[config.mk]
export PLATFORM = sky130hd
export DESIGN_NAME = source_lexer_token_splitter
export DESIGN_NICKNAME = d
export VERILOG_FILES = /design/src/rtl/slts_pkg.sv /design/src/rtl/slts_front.sv /design/src/rtl/slts_mid_fifo.sv /design/src/rtl/slts_back.sv /design/src/rtl/source_lexer_token_splitter.sv
export SDC_FILE = /design/constraint.sdc
export NUM_CORES = 1
export LEC_CHECK = 0
export BUFFER_PORTS_ARGS = -buffer_cell sky130_fd_sc_hd__buf_2
export CAP_MARGIN = 20
export CORE_ASPECT_RATIO = 0.75
export CORE_UTILIZATION = 30
export CTS_BUF_LIST = sky130_fd_sc_hd__clkbuf_8
export DETAILED_ROUTE_END_ITERATION = 16
export PLACE_DENSITY_LB_ADDON = 0.08
export SYNTH_ARGS = -nofsm -noshare
export SYNTH_HDL_FRONTEND = slang
export SYNTH_SLANG_ARGS = --single-unit
[constraint.sdc]
create_clock -name clk_i -period 5.5 [get_ports clk_i]
set_input_delay 0.55 -clock clk_i [delete_from_list [all_inputs] [get_ports clk_i]]
set_output_delay 0.55 -clock clk_i [all_outputs]
set_load 0.1 [all_outputs]
[src/rtl/slts_pkg.sv]
// Shared types, constants and byte classification for the source lexer token splitter.
// No dependencies; every other file in rtl/ refers to this package by scoped names.
package slts_pkg;

  localparam int unsigned LINE_BITS    = 20;
  localparam int unsigned COLUMN_BITS  = 16;
  localparam int unsigned LENGTH_BITS  = 16;
  localparam int unsigned COL_CNT_BITS = $clog2(COLUMN_BITS);

  // Bytes the lexer looks for
  localparam logic [7:0] CH_SLASH   = 8'h2F;
  localparam logic [7:0] CH_STAR    = 8'h2A;
  localparam logic [7:0] CH_BSLASH  = 8'h5C;
  localparam logic [7:0] CH_QUOTE   = 8'h27;
  localparam logic [7:0] CH_DQUOTE  = 8'h22;
  localparam logic [7:0] CH_DASH    = 8'h2D;
  localparam logic [7:0] CH_DOT     = 8'h2E;
  localparam logic [7:0] CH_NL      = 8'h0A;
  localparam logic [7:0] CH_TAB     = 8'h09;
  localparam logic [7:0] CH_SPACE   = 8'h20;
  localparam logic [7:0] CH_CR      = 8'h0D;
  localparam logic [7:0] CH_VT      = 8'h0B;
  localparam logic [7:0] CH_FF      = 8'h0C;
  localparam logic [7:0] CH_USCORE  = 8'h5F;
  localparam logic [7:0] CH_LPAREN  = 8'h28;
  localparam logic [7:0] CH_RPAREN  = 8'h29;
  localparam logic [7:0] CH_LBRACK  = 8'h5B;
  localparam logic [7:0] CH_RBRACK  = 8'h5D;
  localparam logic [7:0] CH_LBRACE  = 8'h7B;
  localparam logic [7:0] CH_RBRACE  = 8'h7D;

  // Configuration register indexes
  localparam logic CFG_TAB_SIZE  = 1'b0;
  localparam logic CFG_TAB_FIXED = 1'b1;

  typedef enum logic [3:0] {
    CLS_NONE          = 4'd0,
    CLS_NUMBER        = 4'd1,
    CLS_NAME          = 4'd2,
    CLS_CHAR          = 4'd3,
    CLS_STRING        = 4'd4,
    CLS_LPAREN        = 4'd5,
    CLS_RPAREN        = 4'd6,
    CLS_LBRACK        = 4'd7,
    CLS_RBRACK        = 4'd8,
    CLS_LBRACE        = 4'd9,
    CLS_RBRACE        = 4'd10,
    CLS_OPERATOR      = 4'd11,
    CLS_LINE_COMMENT  = 4'd12,
    CLS_BLOCK_COMMENT = 4'd13,
    CLS_INVALID       = 4'd14
  } cls_e;

  typedef enum logic [2:0] {
    ST_OK       = 3'd0,
    ST_INVALID  = 3'd1,
    ST_UNCLOSED = 3'd2,
    ST_CLEAN    = 3'd3,
    ST_STOPPED  = 3'd4
  } status_e;

  typedef struct packed {
    logic [7:0] byte_in;
    logic       at_end;
  } in_beat_t;

  typedef struct packed {
    logic                   byte_kept;
    logic                   byte_starts;
    logic                   token_done;
    logic [3:0]             done_class;
    logic [LINE_BITS-1:0]   done_line;
    logic [COLUMN_BITS-1:0] done_column;
    logic [LENGTH_BITS-1:0] done_length;
    logic [2:0]             status;
  } out_beat_t;

  // Classified byte with its position, front to back
  typedef struct packed {
    logic [7:0]             ch;
    logic                   at_end;
    cls_e                   first_cls;
    logic                   word_char;
    logic [LINE_BITS-1:0]   line;
    logic [COLUMN_BITS-1:0] column;
  } mid_entry_t;

  function automatic cls_e classify(input logic [7:0] c);
    cls_e r;
    case (c) inside
      CH_SPACE, CH_TAB, CH_NL, CH_CR, CH_VT, CH_FF: r = CLS_NONE;
      [8'h30:8'h39]:                                r = CLS_NUMBER;
      [8'h41:8'h5A], [8'h61:8'h7A], CH_USCORE:      r = CLS_NAME;
      CH_QUOTE:                                     r = CLS_CHAR;
      CH_DQUOTE:                                    r = CLS_STRING;
      CH_LPAREN:                                    r = CLS_LPAREN;
      CH_RPAREN:                                    r = CLS_RPAREN;
      CH_LBRACK:                                    r = CLS_LBRACK;
      CH_RBRACK:                                    r = CLS_RBRACK;
      CH_LBRACE:                                    r = CLS_LBRACE;
      CH_RBRACE:                                    r = CLS_RBRACE;
      [8'h00:8'h7F]:                                r = CLS_OPERATOR;
      default:                                      r = CLS_INVALID;
    endcase
    return r;
  endfunction

  // Letter, underscore or digit
  function automatic logic is_word(input logic [7:0] c);
    return (c inside {[8'h30:8'h39], [8'h41:8'h5A], [8'h61:8'h7A], CH_USCORE});
  endfunction

endpackage

[src/rtl/slts_front.sv]
// Front end: input beat acceptance, line/column/tab tracking, byte classification.
// Holds the tab registers and a bit-serial remainder unit. Uses slts_pkg.
module slts_front (
  input  logic                  clk_i,
  input  logic                  rst_ni,
  input  logic                  push_i,
  input  slts_pkg::in_beat_t    in_beat_i,
  output logic                  full_o,
  input  logic                  cfg_we_i,
  input  logic                  cfg_idx_i,
  input  logic [7:0]            cfg_data_i,
  output logic                  mid_push_o,
  output slts_pkg::mid_entry_t  mid_entry_o,
  input  logic                  mid_full_i
);

  localparam int unsigned CB = slts_pkg::COLUMN_BITS;
  localparam int unsigned LB = slts_pkg::LINE_BITS;
  localparam int unsigned NB = slts_pkg::COL_CNT_BITS;

  logic [7:0]    tab_size_q, tab_size_d;
  logic          tab_fixed_q, tab_fixed_d;
  logic [LB-1:0] line_q, line_d;
  logic [CB-1:0] col_q, col_d;
  logic [7:0]    phase_q, phase_d;

  // remainder unit: column mod tab_size after a tab_size write
  logic          busy_q, busy_d;
  logic [NB-1:0] cnt_q, cnt_d;
  logic [7:0]    rem_q, rem_d;
  logic [CB-1:0] sh_q, sh_d;
  logic [8:0]    rem_try;
  logic [8:0]    rem_sub;
  logic [7:0]    rem_next;

  logic          accept;
  logic [7:0]    c;
  logic [7:0]    tab_add;
  logic [CB:0]   col_inc;
  logic [CB:0]   col_tab;
  logic [8:0]    phase_inc;

  assign full_o = mid_full_i || busy_q;
  assign accept = push_i && !full_o;
  assign c      = in_beat_i.at_end ? slts_pkg::CH_NL : in_beat_i.byte_in;

  assign tab_add   = tab_fixed_q ? tab_size_q : (tab_size_q - phase_q);
  assign col_inc   = {1'b0, col_q} + (CB+1)'(1);
  assign col_tab   = {1'b0, col_q} + (CB+1)'(tab_add);
  assign phase_inc = {1'b0, phase_q} + 9'd1;

  assign rem_try  = {rem_q, sh_q[CB-1]};
  assign rem_sub  = rem_try - {1'b0, tab_size_q};
  assign rem_next = (rem_try >= {1'b0, tab_size_q}) ? rem_sub[7:0] : rem_try[7:0];

  always_comb begin
    tab_size_d  = tab_size_q;
    tab_fixed_d = tab_fixed_q;
    line_d      = line_q;
    col_d       = col_q;
    phase_d     = phase_q;
    busy_d      = busy_q;
    cnt_d       = cnt_q;
    rem_d       = rem_q;
    sh_d        = sh_q;

    if (accept) begin
      if (c == slts_pkg::CH_NL) begin
        col_d   = '0;
        phase_d = '0;
        if (line_q != {LB{1'b1}}) line_d = line_q + LB'(1);
      end else if (c == slts_pkg::CH_TAB) begin
        if (tab_size_q != 8'd0) begin
          col_d = col_tab[CB] ? {CB{1'b1}} : col_tab[CB-1:0];
          if (!tab_fixed_q) phase_d = '0;
        end
      end else begin
        col_d   = col_inc[CB] ? {CB{1'b1}} : col_inc[CB-1:0];
        phase_d = (phase_inc == {1'b0, tab_size_q}) ? 8'd0 : phase_inc[7:0];
      end
    end

    if (busy_q) begin
      rem_d = rem_next;
      sh_d  = {sh_q[CB-2:0], 1'b0};
      cnt_d = cnt_q + NB'(1);
      if (cnt_q == NB'(CB - 1)) begin
        busy_d  = 1'b0;
        phase_d = rem_next;
      end
    end

    if (cfg_we_i) begin
      if (cfg_idx_i == slts_pkg::CFG_TAB_SIZE) begin
        tab_size_d = cfg_data_i;
        rem_d      = '0;
        sh_d       = col_q;
        cnt_d      = '0;
        busy_d     = (cfg_data_i != 8'd0);
        phase_d    = '0;
      end else begin
        tab_fixed_d = cfg_data_i[0];
      end
    end
  end

  always_ff @(posedge clk_i or negedge rst_ni) begin
    if (!rst_ni) begin
      tab_size_q  <= 8'd4;
      tab_fixed_q <= 1'b0;
      line_q      <= LB'(1);
      col_q       <= '0;
      phase_q     <= '0;
      busy_q      <= 1'b0;
      cnt_q       <= '0;
    end else begin
      tab_size_q  <= tab_size_d;
      tab_fixed_q <= tab_fixed_d;
      line_q      <= line_d;
      col_q       <= col_d;
      phase_q     <= phase_d;
      busy_q      <= busy_d;
      cnt_q       <= cnt_d;
    end
  end

  always_ff @(posedge clk_i) begin
    rem_q <= rem_d;
    sh_q  <= sh_d;
  end

  assign mid_push_o            = accept;
  assign mid_entry_o.ch        = c;
  assign mid_entry_o.at_end    = in_beat_i.at_end;
  assign mid_entry_o.first_cls = slts_pkg::classify(c);
  assign mid_entry_o.word_char = slts_pkg::is_word(c);
  assign mid_entry_o.line      = line_d;
  assign mid_entry_o.column    = col_d;

endmodule

[src/rtl/slts_mid_fifo.sv]
// Two-entry queue of classified bytes between front and back end.
// Uses slts_pkg::mid_entry_t.
module slts_mid_fifo (
  input  logic                  clk_i,
  input  logic                  rst_ni,
  input  logic                  push_i,
  input  slts_pkg::mid_entry_t  entry_i,
  output logic                  full_o,
  input  logic                  pop_i,
  output logic                  empty_o,
  output slts_pkg::mid_entry_t  head_o
);

  slts_pkg::mid_entry_t ent_q [2];
  logic       wptr_q, rptr_q;
  logic [1:0] cnt_q, cnt_d;
  logic       do_push, do_pop;

  assign full_o  = (cnt_q == 2'd2);
  assign empty_o = (cnt_q == 2'd0);
  assign head_o  = ent_q[rptr_q];
  assign do_push = push_i && !full_o;
  assign do_pop  = pop_i && !empty_o;

  always_comb begin
    cnt_d = cnt_q;
    if (do_push && !do_pop) cnt_d = cnt_q + 2'd1;
    if (!do_push && do_pop) cnt_d = cnt_q - 2'd1;
  end

  always_ff @(posedge clk_i or negedge rst_ni) begin
    if (!rst_ni) begin
      wptr_q <= 1'b0;
      rptr_q <= 1'b0;
      cnt_q  <= 2'd0;
    end else begin
      cnt_q <= cnt_d;
      if (do_push) wptr_q <= !wptr_q;
      if (do_pop)  rptr_q <= !rptr_q;
    end
  end

  always_ff @(posedge clk_i) begin
    if (do_push) ent_q[wptr_q] <= entry_i;
  end

endmodule

[src/rtl/slts_back.sv]
// Back end: open-token tracking, close/keep/start decisions and the result queue.
// Consumes slts_mid_fifo entries; uses slts_pkg.
module slts_back (
  input  logic                  clk_i,
  input  logic                  rst_ni,
  input  logic                  mid_empty_i,
  input  slts_pkg::mid_entry_t  mid_head_i,
  output logic                  mid_pop_o,
  output logic                  empty_o,
  input  logic                  pop_i,
  output slts_pkg::out_beat_t   out_beat_o
);

  localparam int unsigned CB = slts_pkg::COLUMN_BITS;
  localparam int unsigned LB = slts_pkg::LINE_BITS;
  localparam int unsigned NB = slts_pkg::LENGTH_BITS;

  slts_pkg::cls_e open_cls_q, open_cls_d, cls_ext;
  logic [7:0]     last_q, last_d, prev_q, prev_d;
  logic [NB-1:0]  len_q, len_d;
  logic [LB-1:0]  sline_q, sline_d;
  logic [CB-1:0]  scol_q, scol_d;
  logic           stopped_q, stopped_d;

  logic                ext;
  logic [7:0]          quote;
  logic [NB-1:0]       cut;
  logic [NB-1:0]       trim_len;
  slts_pkg::out_beat_t res;
  slts_pkg::mid_entry_t e;

  // result queue
  slts_pkg::out_beat_t oq_q [2];
  logic       owptr_q, orptr_q;
  logic [1:0] ocnt_q, ocnt_d;
  logic       go, opop;

  assign e         = mid_head_i;
  assign go        = !mid_empty_i && ((ocnt_q != 2'd2) || pop_i);
  assign mid_pop_o = go;
  assign opop      = pop_i && (ocnt_q != 2'd0);
  assign empty_o   = (ocnt_q == 2'd0);
  assign out_beat_o = oq_q[orptr_q];

  assign quote = (open_cls_q == slts_pkg::CLS_CHAR) ? slts_pkg::CH_QUOTE : slts_pkg::CH_DQUOTE;
  assign cut   = (open_cls_q == slts_pkg::CLS_LINE_COMMENT)  ? NB'(3) :
                 (open_cls_q == slts_pkg::CLS_BLOCK_COMMENT) ? NB'(4) : NB'(0);
  assign trim_len = (len_q == {NB{1'b1}}) ? {NB{1'b1}} :
                    (len_q > cut) ? (len_q - cut) : NB'(0);

  always_comb begin
    ext       = 1'b0;
    cls_ext   = open_cls_q;
    res       = '0;
    open_cls_d = open_cls_q;
    last_d    = last_q;
    prev_d    = prev_q;
    len_d     = len_q;
    sline_d   = sline_q;
    scol_d    = scol_q;
    stopped_d = stopped_q;

    if (stopped_q) begin
      res.status = slts_pkg::ST_STOPPED;
    end else begin
      case (open_cls_q)
        slts_pkg::CLS_LINE_COMMENT: begin
          ext = (last_q != slts_pkg::CH_NL);
        end
        slts_pkg::CLS_BLOCK_COMMENT: begin
          ext = (len_q < NB'(2)) ||
                !((prev_q == slts_pkg::CH_STAR) && (last_q == slts_pkg::CH_SLASH));
        end
        slts_pkg::CLS_CHAR, slts_pkg::CLS_STRING: begin
          // the opening quote alone never closes; an escaped quote neither
          ext = (len_q <= NB'(1)) || (prev_q == slts_pkg::CH_BSLASH) || (last_q != quote);
        end
        slts_pkg::CLS_OPERATOR: begin
          if (last_q == slts_pkg::CH_SLASH && e.ch == slts_pkg::CH_SLASH) begin
            ext     = 1'b1;
            cls_ext = slts_pkg::CLS_LINE_COMMENT;
          end else if (last_q == slts_pkg::CH_SLASH && e.ch == slts_pkg::CH_STAR) begin
            ext     = 1'b1;
            cls_ext = slts_pkg::CLS_BLOCK_COMMENT;
          end
        end
        slts_pkg::CLS_NUMBER: begin
          ext = e.word_char || (e.ch == slts_pkg::CH_DASH) || (e.ch == slts_pkg::CH_DOT);
        end
        slts_pkg::CLS_NAME: begin
          ext = e.word_char;
        end
        default: begin
          ext = 1'b0;
        end
      endcase

      if (open_cls_q != slts_pkg::CLS_NONE) begin
        if (ext) begin
          open_cls_d    = cls_ext;
          prev_d        = last_q;
          last_d        = e.ch;
          if (len_q != {NB{1'b1}}) len_d = len_q + NB'(1);
          res.byte_kept = 1'b1;
        end else begin
          res.token_done  = 1'b1;
          res.done_class  = open_cls_q;
          res.done_line   = sline_q;
          res.done_column = scol_q;
          res.done_length = trim_len;
          open_cls_d      = slts_pkg::CLS_NONE;
          len_d           = '0;
          last_d          = '0;
          prev_d          = '0;
        end
      end

      if (e.at_end) begin
        res.status = (open_cls_d != slts_pkg::CLS_NONE) ? slts_pkg::ST_UNCLOSED
                                                        : slts_pkg::ST_CLEAN;
        stopped_d  = 1'b1;
      end else if (open_cls_d == slts_pkg::CLS_NONE) begin
        if (e.first_cls == slts_pkg::CLS_INVALID) begin
          res.status = slts_pkg::ST_INVALID;
          stopped_d  = 1'b1;
        end else if (e.first_cls != slts_pkg::CLS_NONE) begin
          open_cls_d      = e.first_cls;
          sline_d         = e.line;
          scol_d          = e.column;
          len_d           = NB'(1);
          last_d          = e.ch;
          prev_d          = '0;
          res.byte_starts = 1'b1;
        end
      end
    end
  end

  always_comb begin
    ocnt_d = ocnt_q;
    if (go && !opop) ocnt_d = ocnt_q + 2'd1;
    if (!go && opop) ocnt_d = ocnt_q - 2'd1;
  end

  always_ff @(posedge clk_i or negedge rst_ni) begin
    if (!rst_ni) begin
      open_cls_q <= slts_pkg::CLS_NONE;
      last_q     <= '0;
      prev_q     <= '0;
      len_q      <= '0;
      sline_q    <= '0;
      scol_q     <= '0;
      stopped_q  <= 1'b0;
      owptr_q    <= 1'b0;
      orptr_q    <= 1'b0;
      ocnt_q     <= 2'd0;
    end else begin
      ocnt_q <= ocnt_d;
      if (opop) orptr_q <= !orptr_q;
      if (go) begin
        owptr_q    <= !owptr_q;
        open_cls_q <= open_cls_d;
        last_q     <= last_d;
        prev_q     <= prev_d;
        len_q      <= len_d;
        sline_q    <= sline_d;
        scol_q     <= scol_d;
        stopped_q  <= stopped_d;
      end
    end
  end

  always_ff @(posedge clk_i) begin
    if (go) oq_q[owptr_q] <= res;
  end

endmodule

[src/rtl/source_lexer_token_splitter.sv]
// Top level of the source lexer token splitter: front end, middle queue, back end.
// Depends on slts_pkg, slts_front, slts_mid_fifo and slts_back.
//
// Usage:
//   Input channel: one source byte per beat (in_beat_i.byte_in), or an end
//   marker (in_beat_i.at_end) that is lexed as a newline. A beat is taken at
//   a clock edge with push high and full low.
//   Result channel: exactly one result beat per input beat, in order. The
//   oldest result is on out_beat_o while empty is low; it is taken at a clock
//   edge with pop high and empty low.
//   Config port: cfg_we_i writes cfg_data_i to register cfg_idx_i
//   (0 tab_size, 1 tab_fixed) at the edge. Write only while the block is idle.
// Timing:
//   A taken beat is registered in the middle queue and its result in the result
//   queue, which drives out_beat_o. Throughput is one byte per cycle while full is
//   low; the line/column update and the token decision each sit in their own stage.
//   A nonzero tab_size write runs a bit-serial remainder of the column, one bit
//   per cycle, to re-derive the tab phase; full stays high meanwhile.
// Reset: line 1, column 0, no token open, tab_size 4, tab_fixed 0, queues empty.
// Stall: with pop held low both two-deep queues fill, then full rises; no beat is lost.
// After the end marker or an invalid byte every further beat reports stopped.
module source_lexer_token_splitter (
  input  logic                 clk_i,
  input  logic                 rst_ni,
  input  logic                 push,
  output logic                 full,
  input  slts_pkg::in_beat_t   in_beat_i,
  output logic                 empty,
  input  logic                 pop,
  output slts_pkg::out_beat_t  out_beat_o,
  input  logic                 cfg_we_i,
  input  logic                 cfg_idx_i,
  input  logic [7:0]           cfg_data_i
);

  // front -> middle queue
  logic                 mid_push;
  slts_pkg::mid_entry_t mid_entry;
  logic                 mid_full;
  // middle queue -> back
  logic                 mid_pop;
  logic                 mid_empty;
  slts_pkg::mid_entry_t mid_head;

  slts_front u_front (
    .clk_i       (clk_i),
    .rst_ni      (rst_ni),
    .push_i      (push),
    .in_beat_i   (in_beat_i),
    .full_o      (full),
    .cfg_we_i    (cfg_we_i),
    .cfg_idx_i   (cfg_idx_i),
    .cfg_data_i  (cfg_data_i),
    .mid_push_o  (mid_push),
    .mid_entry_o (mid_entry),
    .mid_full_i  (mid_full)
  );

  slts_mid_fifo u_mid_fifo (
    .clk_i   (clk_i),
    .rst_ni  (rst_ni),
    .push_i  (mid_push),
    .entry_i (mid_entry),
    .full_o  (mid_full),
    .pop_i   (mid_pop),
    .empty_o (mid_empty),
    .head_o  (mid_head)
  );

  slts_back u_back (
    .clk_i       (clk_i),
    .rst_ni      (rst_ni),
    .mid_empty_i (mid_empty),
    .mid_head_i  (mid_head),
    .mid_pop_o   (mid_pop),
    .empty_o     (empty),
    .pop_i       (pop),
    .out_beat_o  (out_beat_o)
  );

endmodule

## Word-level counts from Yosys, hierarchy flattened

Memory sizes are Yosys's and may differ from the RTL's.
Index checks and enable logic that the tools add are counted.

- Flip-flop bits (word level): 163
- Bits in writable memories: 224
- Memories: 2

Memories:

| name | depth | width | rd ports | clocked after memory_dff | write ports | line | text |
|---|---|---|---|---|---|---|---|
| u_back.oq_q | 2 | 62 | 1 | 0 | 1 | slts_back.sv:33 | `slts_pkg::out_beat_t oq_q [2];` |
| u_mid_fifo.ent_q | 2 | 50 | 1 | 0 | 1 | slts_mid_fifo.sv:14 | `slts_pkg::mid_entry_t ent_q [2];` |

- Add/sub/neg operators: 13
- $lt $le $gt $ge: 12
- Equal/unequal tests: 39
- Mux-type cells: 111
- Bitwise gates (word level): 4
- Reduce and logical (&&, ||, !) cells: 54

Operator list:

| operator | number |
|---|---|
| 2-to-1 mux 16 bit | 19 |
| 2-to-1 mux 8 bit | 28 |
| 2-to-1 mux 57 bit | 2 |
| 2-to-1 mux 4 bit | 24 |
| equality test 8 x 6 -> 1 bit, second input constant | 11 |
| 2-to-1 mux 20 bit | 3 |
| 2-to-1 mux 59 bit | 1 |
| equality test 8 x 7 -> 1 bit, second input constant | 6 |
| equality test 8 x 4 -> 1 bit, second input constant | 5 |
| less-or-equal comparator 8 x 7 -> 1 bit, second input constant | 3 |
| 2-to-1 mux 1 bit | 23 |
| adder 20 x 1 -> 20 bit, second input constant | 1 |
| equality test 4 bit, second input constant | 5 |
| inequality test 20 bit, second input constant | 1 |
| 2-to-1 mux 3 bit | 6 |
| adder 16 x 1 -> 17 bit, second input constant | 1 |
| adder 16 x 8 -> 17 bit | 1 |
| adder 16 x 1 -> 16 bit, second input constant | 1 |
| equality test 16 bit, second input constant | 1 |
| greater-or-equal comparator 8 x 7 -> 1 bit, second input constant | 2 |
| greater-than comparator 16 bit | 1 |
| less-or-equal comparator 16 x 1 -> 1 bit, second input constant | 1 |
| logical AND 1 bit | 16 |
| less-than comparator 16 x 2 -> 1 bit, second input constant | 1 |
| other kinds (34) | 70 |

## Longest topological paths before layout

- Depth after elaboration: 15
- Depth in mapped cells: 19
- Mapped depth without buffers: 19

## Modules after synthesis

From an unflattened synthesis, not the netlist that was laid out.

- Cell total of the unflattened synthesis: 1652
- Area total of the unflattened synthesis: 19213.4 um2

By module, submodules not included:

| module | instances | cells an instance | area an instance (um2) |
|---|---|---|---|
| slts_back | 1 | 743 | 9108.7 |
| slts_front | 1 | 735 | 6047.0 |
| slts_mid_fifo | 1 | 174 | 4057.6 |

## Least setup slack after synthesis

Ideal clock, no wire load.

- Path type: input to register
- Start point: input port pop
- End point: memory u_back.oq_q[0][0] (netlist bit) (enable)
- Arrival time: 3.444 ns
- Required time: 5.018 ns
- Slack: 1.574 ns
- Cell stages on the path: 4
- Buffers on the path: 0
- Cell sequence: nor2_1 -> nand2_1 -> o21ai_1 -> nor2_1

- Longest elaborated chain between the ends: 4

RTL lines:

| item | line | text |
|---|---|---|
| start: declaration | source_lexer_token_splitter.sv:29 | `input logic pop,` |
| logical OR 1 bit | slts_back.sv:39 | `assign go = !mid_empty_i && ((ocnt_q != 2'd2) \|\| pop_i);` |
| logical AND 1 bit | slts_back.sv:39 |  |
| 2-to-1 mux 1 bit | slts_back.sv:174 | `if (go) oq_q[owptr_q] <= res;` |
| 2-to-1 mux 1 bit (not written as such) | slts_back.sv:174 |  |
| end: declaration | slts_back.sv:33 |  |

No other way between the ends.

==> results_dict.tcl <==
set metrics [dict create \
    fp.dieH_um 218.5 \
    syn-num-nets 1614 \
    cts_setup_buffers 0 \
    dpl.hpwl_mm 31.67 \
    syn_inst 1551 \
    synthSimpleGateAreaFrac 0.1289 \
    via_per_inst 4.954 \
    wire_per_inst_um 19.14 \
    clockBufferDepth 3 \
    p_total_mw 12.21 \
    synth_xor_area_frac 0.03691 \
    mostFrequentLayoutCell "edfxtp_1" \
    antenna_found_initial 3 \
    post-place-cells 2383 \
    routed-via-count 12430 \
    finalNetCount 1718 \
    finClkSkew_ns 0.04346 \
    postSynthAreaPerCell_sq_um 12.09 \
    synth_top_family_by_area "simple AND/OR/NAND/NOR gates" \
    synth_area_sq_um 18750 \
    grt_usage 0.1536 \
    cts_root_buf "clkbuf_8" \
    grt_max_degree 71 \
    synth_compound_area_frac 0.09824 \
    cts_made_buffers 69 \
    clkTransAtPathRegs_ns 0.06 \
    setup_violations 0 \
    port-buffer-count 86 \
    r2r-start "u_front.phase_q[1]" \
    fin_crit_sh 0.7541 \
    num_antenna_cells 0 \
    place_area_sq_um 20050 \
    rows 78 \
    synth_adder_area_share 0.02830 \
    cp.required_ns 6.00 \
    r2r_end "u_mid_fifo.ent_q[0][12]" \
    seq_area_frac_synth 0.5701 \
    min_from "cfg_data_i[5]" \
    synth-seq-cells 387 \
    fill_cells 6090 \
    ys_types 77 \
    whs_ns 0.1396 \
    fin_setup_tns_ns 0 \
    grt_overflow 0 \
    min_path_cells 3 \
    peakVddDrop_v 0.0005875 \
    tritoncts "yes" \
    period_minus_slack_ns 4.148 \
    ys.flop_type "edfxtp_1" \
    path_max_fanout 9 \
    grt_pass1_vias 12650 \
    drtIter0Drc 823 \
    final_antenna_net_count 0 \
    cp-end-kind "flop" \
    layout_common_cells "edfxtp_1 (224), dfrtp_1 (135), mux2_2 (113), nor2_1 (100), nand2_1 (99)" \
    async_flop_share 0.3592 \
    critPathKind "flop to flop" \
    hold_viol_final 0 \
    dieWidth_um 290.7 \
    cts_sinks 387 \
    r2r_cells 18 \
    status "finished, final reports clean" \
    num_io_pins 87 \
    initial_utilization 0.3069 \
    holdPathEnd "u_front.tab_size_q[5]" \
    first_pass_iters 5 \
    dieArea_sq_um 63510 \
    htreeDepth 3 \
    synth-edff-count 224 \
    worstMarginPinSlew_ns 1.092 \
    worstPathArrival_ns 4.65 \
    slew_viol_final 0 \
    layout-drive-gt1-share 0.2070 \
    grt_pass1_wl_mm 75.38 \
    wl_mm 48.03 \
    clkLatencyLatePin_ns 0.65 \
    min_path_type "input port to flop" \
    area_growth_pct 13.82 \
    fmax_mhz 241.1 \
    design_area_sq_um 21340 \
    fp.coreArea_sq_um 61090 \
    p_leak_nw 8.292 \
    fin_cells 2510 \
    gp_congestion 0.8342 \
    drc 0 \
    power.density_nw_per_um2 572.0 \
    worst_setup_path_start_kind "flop" \
    rsz0062_at_grt "false" \
    synth_mux_area_frac 0.1102 \
    maxCapViolCount 0 \
    yosysWarnings 0 \
    slew_headroom 0.2644 \
    regToRegSetupSlack_ns 1.35 \
]
## through the flow
stage | setup slack (ns) | utilization
after detailed placement | 1.340 | 0.3282
after floorplan | 1.574 | -
after CTS | 1.312 | 0.3493
final | 1.352 | 0.3493
after global routing | 0.9006 | 0.3493
after global placement | 1.306 | 0.3280
## metal layers
metal | part of all wire | GRT usage
met1 | 0.51 | 0.2237
met2 | 0.42 | 0.2270
met3 | 0.044 | 0.03315
met4 | 0.021 | 0.04515
met5 | 0 | 0
## cell type report
class / count / area [sq um] / share of cell area
Clock buffer: 75 / 1032 / 0.04837
Timing Repair Buffer: 108 / 604.3 / 0.02832
Clock inverter: 51 / 247.7 / 0.01161
Inverter: 50 / 187.7 / 0.008795
Sequential cell: 387 / 10690 / 0.5011
Tap cell: 800 / 1001 / 0.04691
Multi-Input combinational cell: 1039 / 7574 / 0.3549
## synth_stat cells (36+ instances only)
library cell	count	share of area
a21oi_1	60	0.016
mux2i_1	38	0.020
inv_1	49	0.0098
mux2_2	113	0.068
clkbuf_1	54	0.011
and2_1	51	0.017
nor2_1	102	0.020
ha_1	36	0.024
o21ai_0	76	0.020
edfxtp_1	224	0.36
xnor2_1	58	0.027
dfrtp_1	137	0.18
nand3_1	45	0.012
nand2_1	99	0.020
## where the power goes
group	leakage, nW	internal [mW]	switching, mW
logic	3.35	1.33	3.88
clock network	0.764	1.31	1.23
registers	4.18	3.96	0.507
total	8.29	6.59	5.62
## what timing repair did
action,in CTS,in global routing
hold buffers,1,0
resized for setup,0,0
endpoints found under the hold margin,49,0
## logic make-up (layout without fill, tap and decap cells)
family / Yosys count / count (layout)
xor gates and xnor gates: 79 / 79
muxes: 181 / 181
and+or+nand+nor: 459 / 459
buffers and inverters: 125 / 284
DFF: 387 / 387
adders and majority gates: 40 / 40
AOI/OAI and AO/OA: 280 / 280
## worst max-delay path by stage
stage,from,to,slack (ns),cells past startpoint
floorplan,pop,u_back.oq_q[0][0],1.57,4
global placement,u_front.phase_q[1],u_mid_fifo.ent_q[0][12],1.31,18
detailed placement,u_front.phase_q[1],u_mid_fifo.ent_q[1][12],1.34,18
CTS,u_front.phase_q[1],u_mid_fifo.ent_q[1][12],1.31,18
global route,u_front.phase_q[1],u_mid_fifo.ent_q[0][8],0.90,17
finish,u_front.phase_q[1],u_mid_fifo.ent_q[0][12],1.35,18
## critical path: stages (launching register included)
cell,delay [ns]
dfrtp_1,0.42
inv_1,0.10
ha_1,0.29
nor2b_1,0.12
o21ai_0,0.20
a21boi_0,0.15
o21a_1,0.20
o41ai_1,0.31
mux2i_1,0.26
xnor2_1,0.09
ha_1,0.34
nor2_1,0.06
nor2_1,0.14
o211ai_1,0.11
buf_4,0.21
o21ai_1,0.50
nor2_1,0.11
a221o_1,0.31
nand2_1,0.09
## state kept, by name, indices dropped and copies added (netlist names), 16 cells and up
name,count
u_back.oq_q,124
u_mid_fifo.ent_q,100
u_back.sline_q,20
u_front.line_q,20
u_back.len_q,16
u_back.scol_q,16
u_front.col_q,16
u_front.sh_q,16
Power figures use the tool's default switching activity.
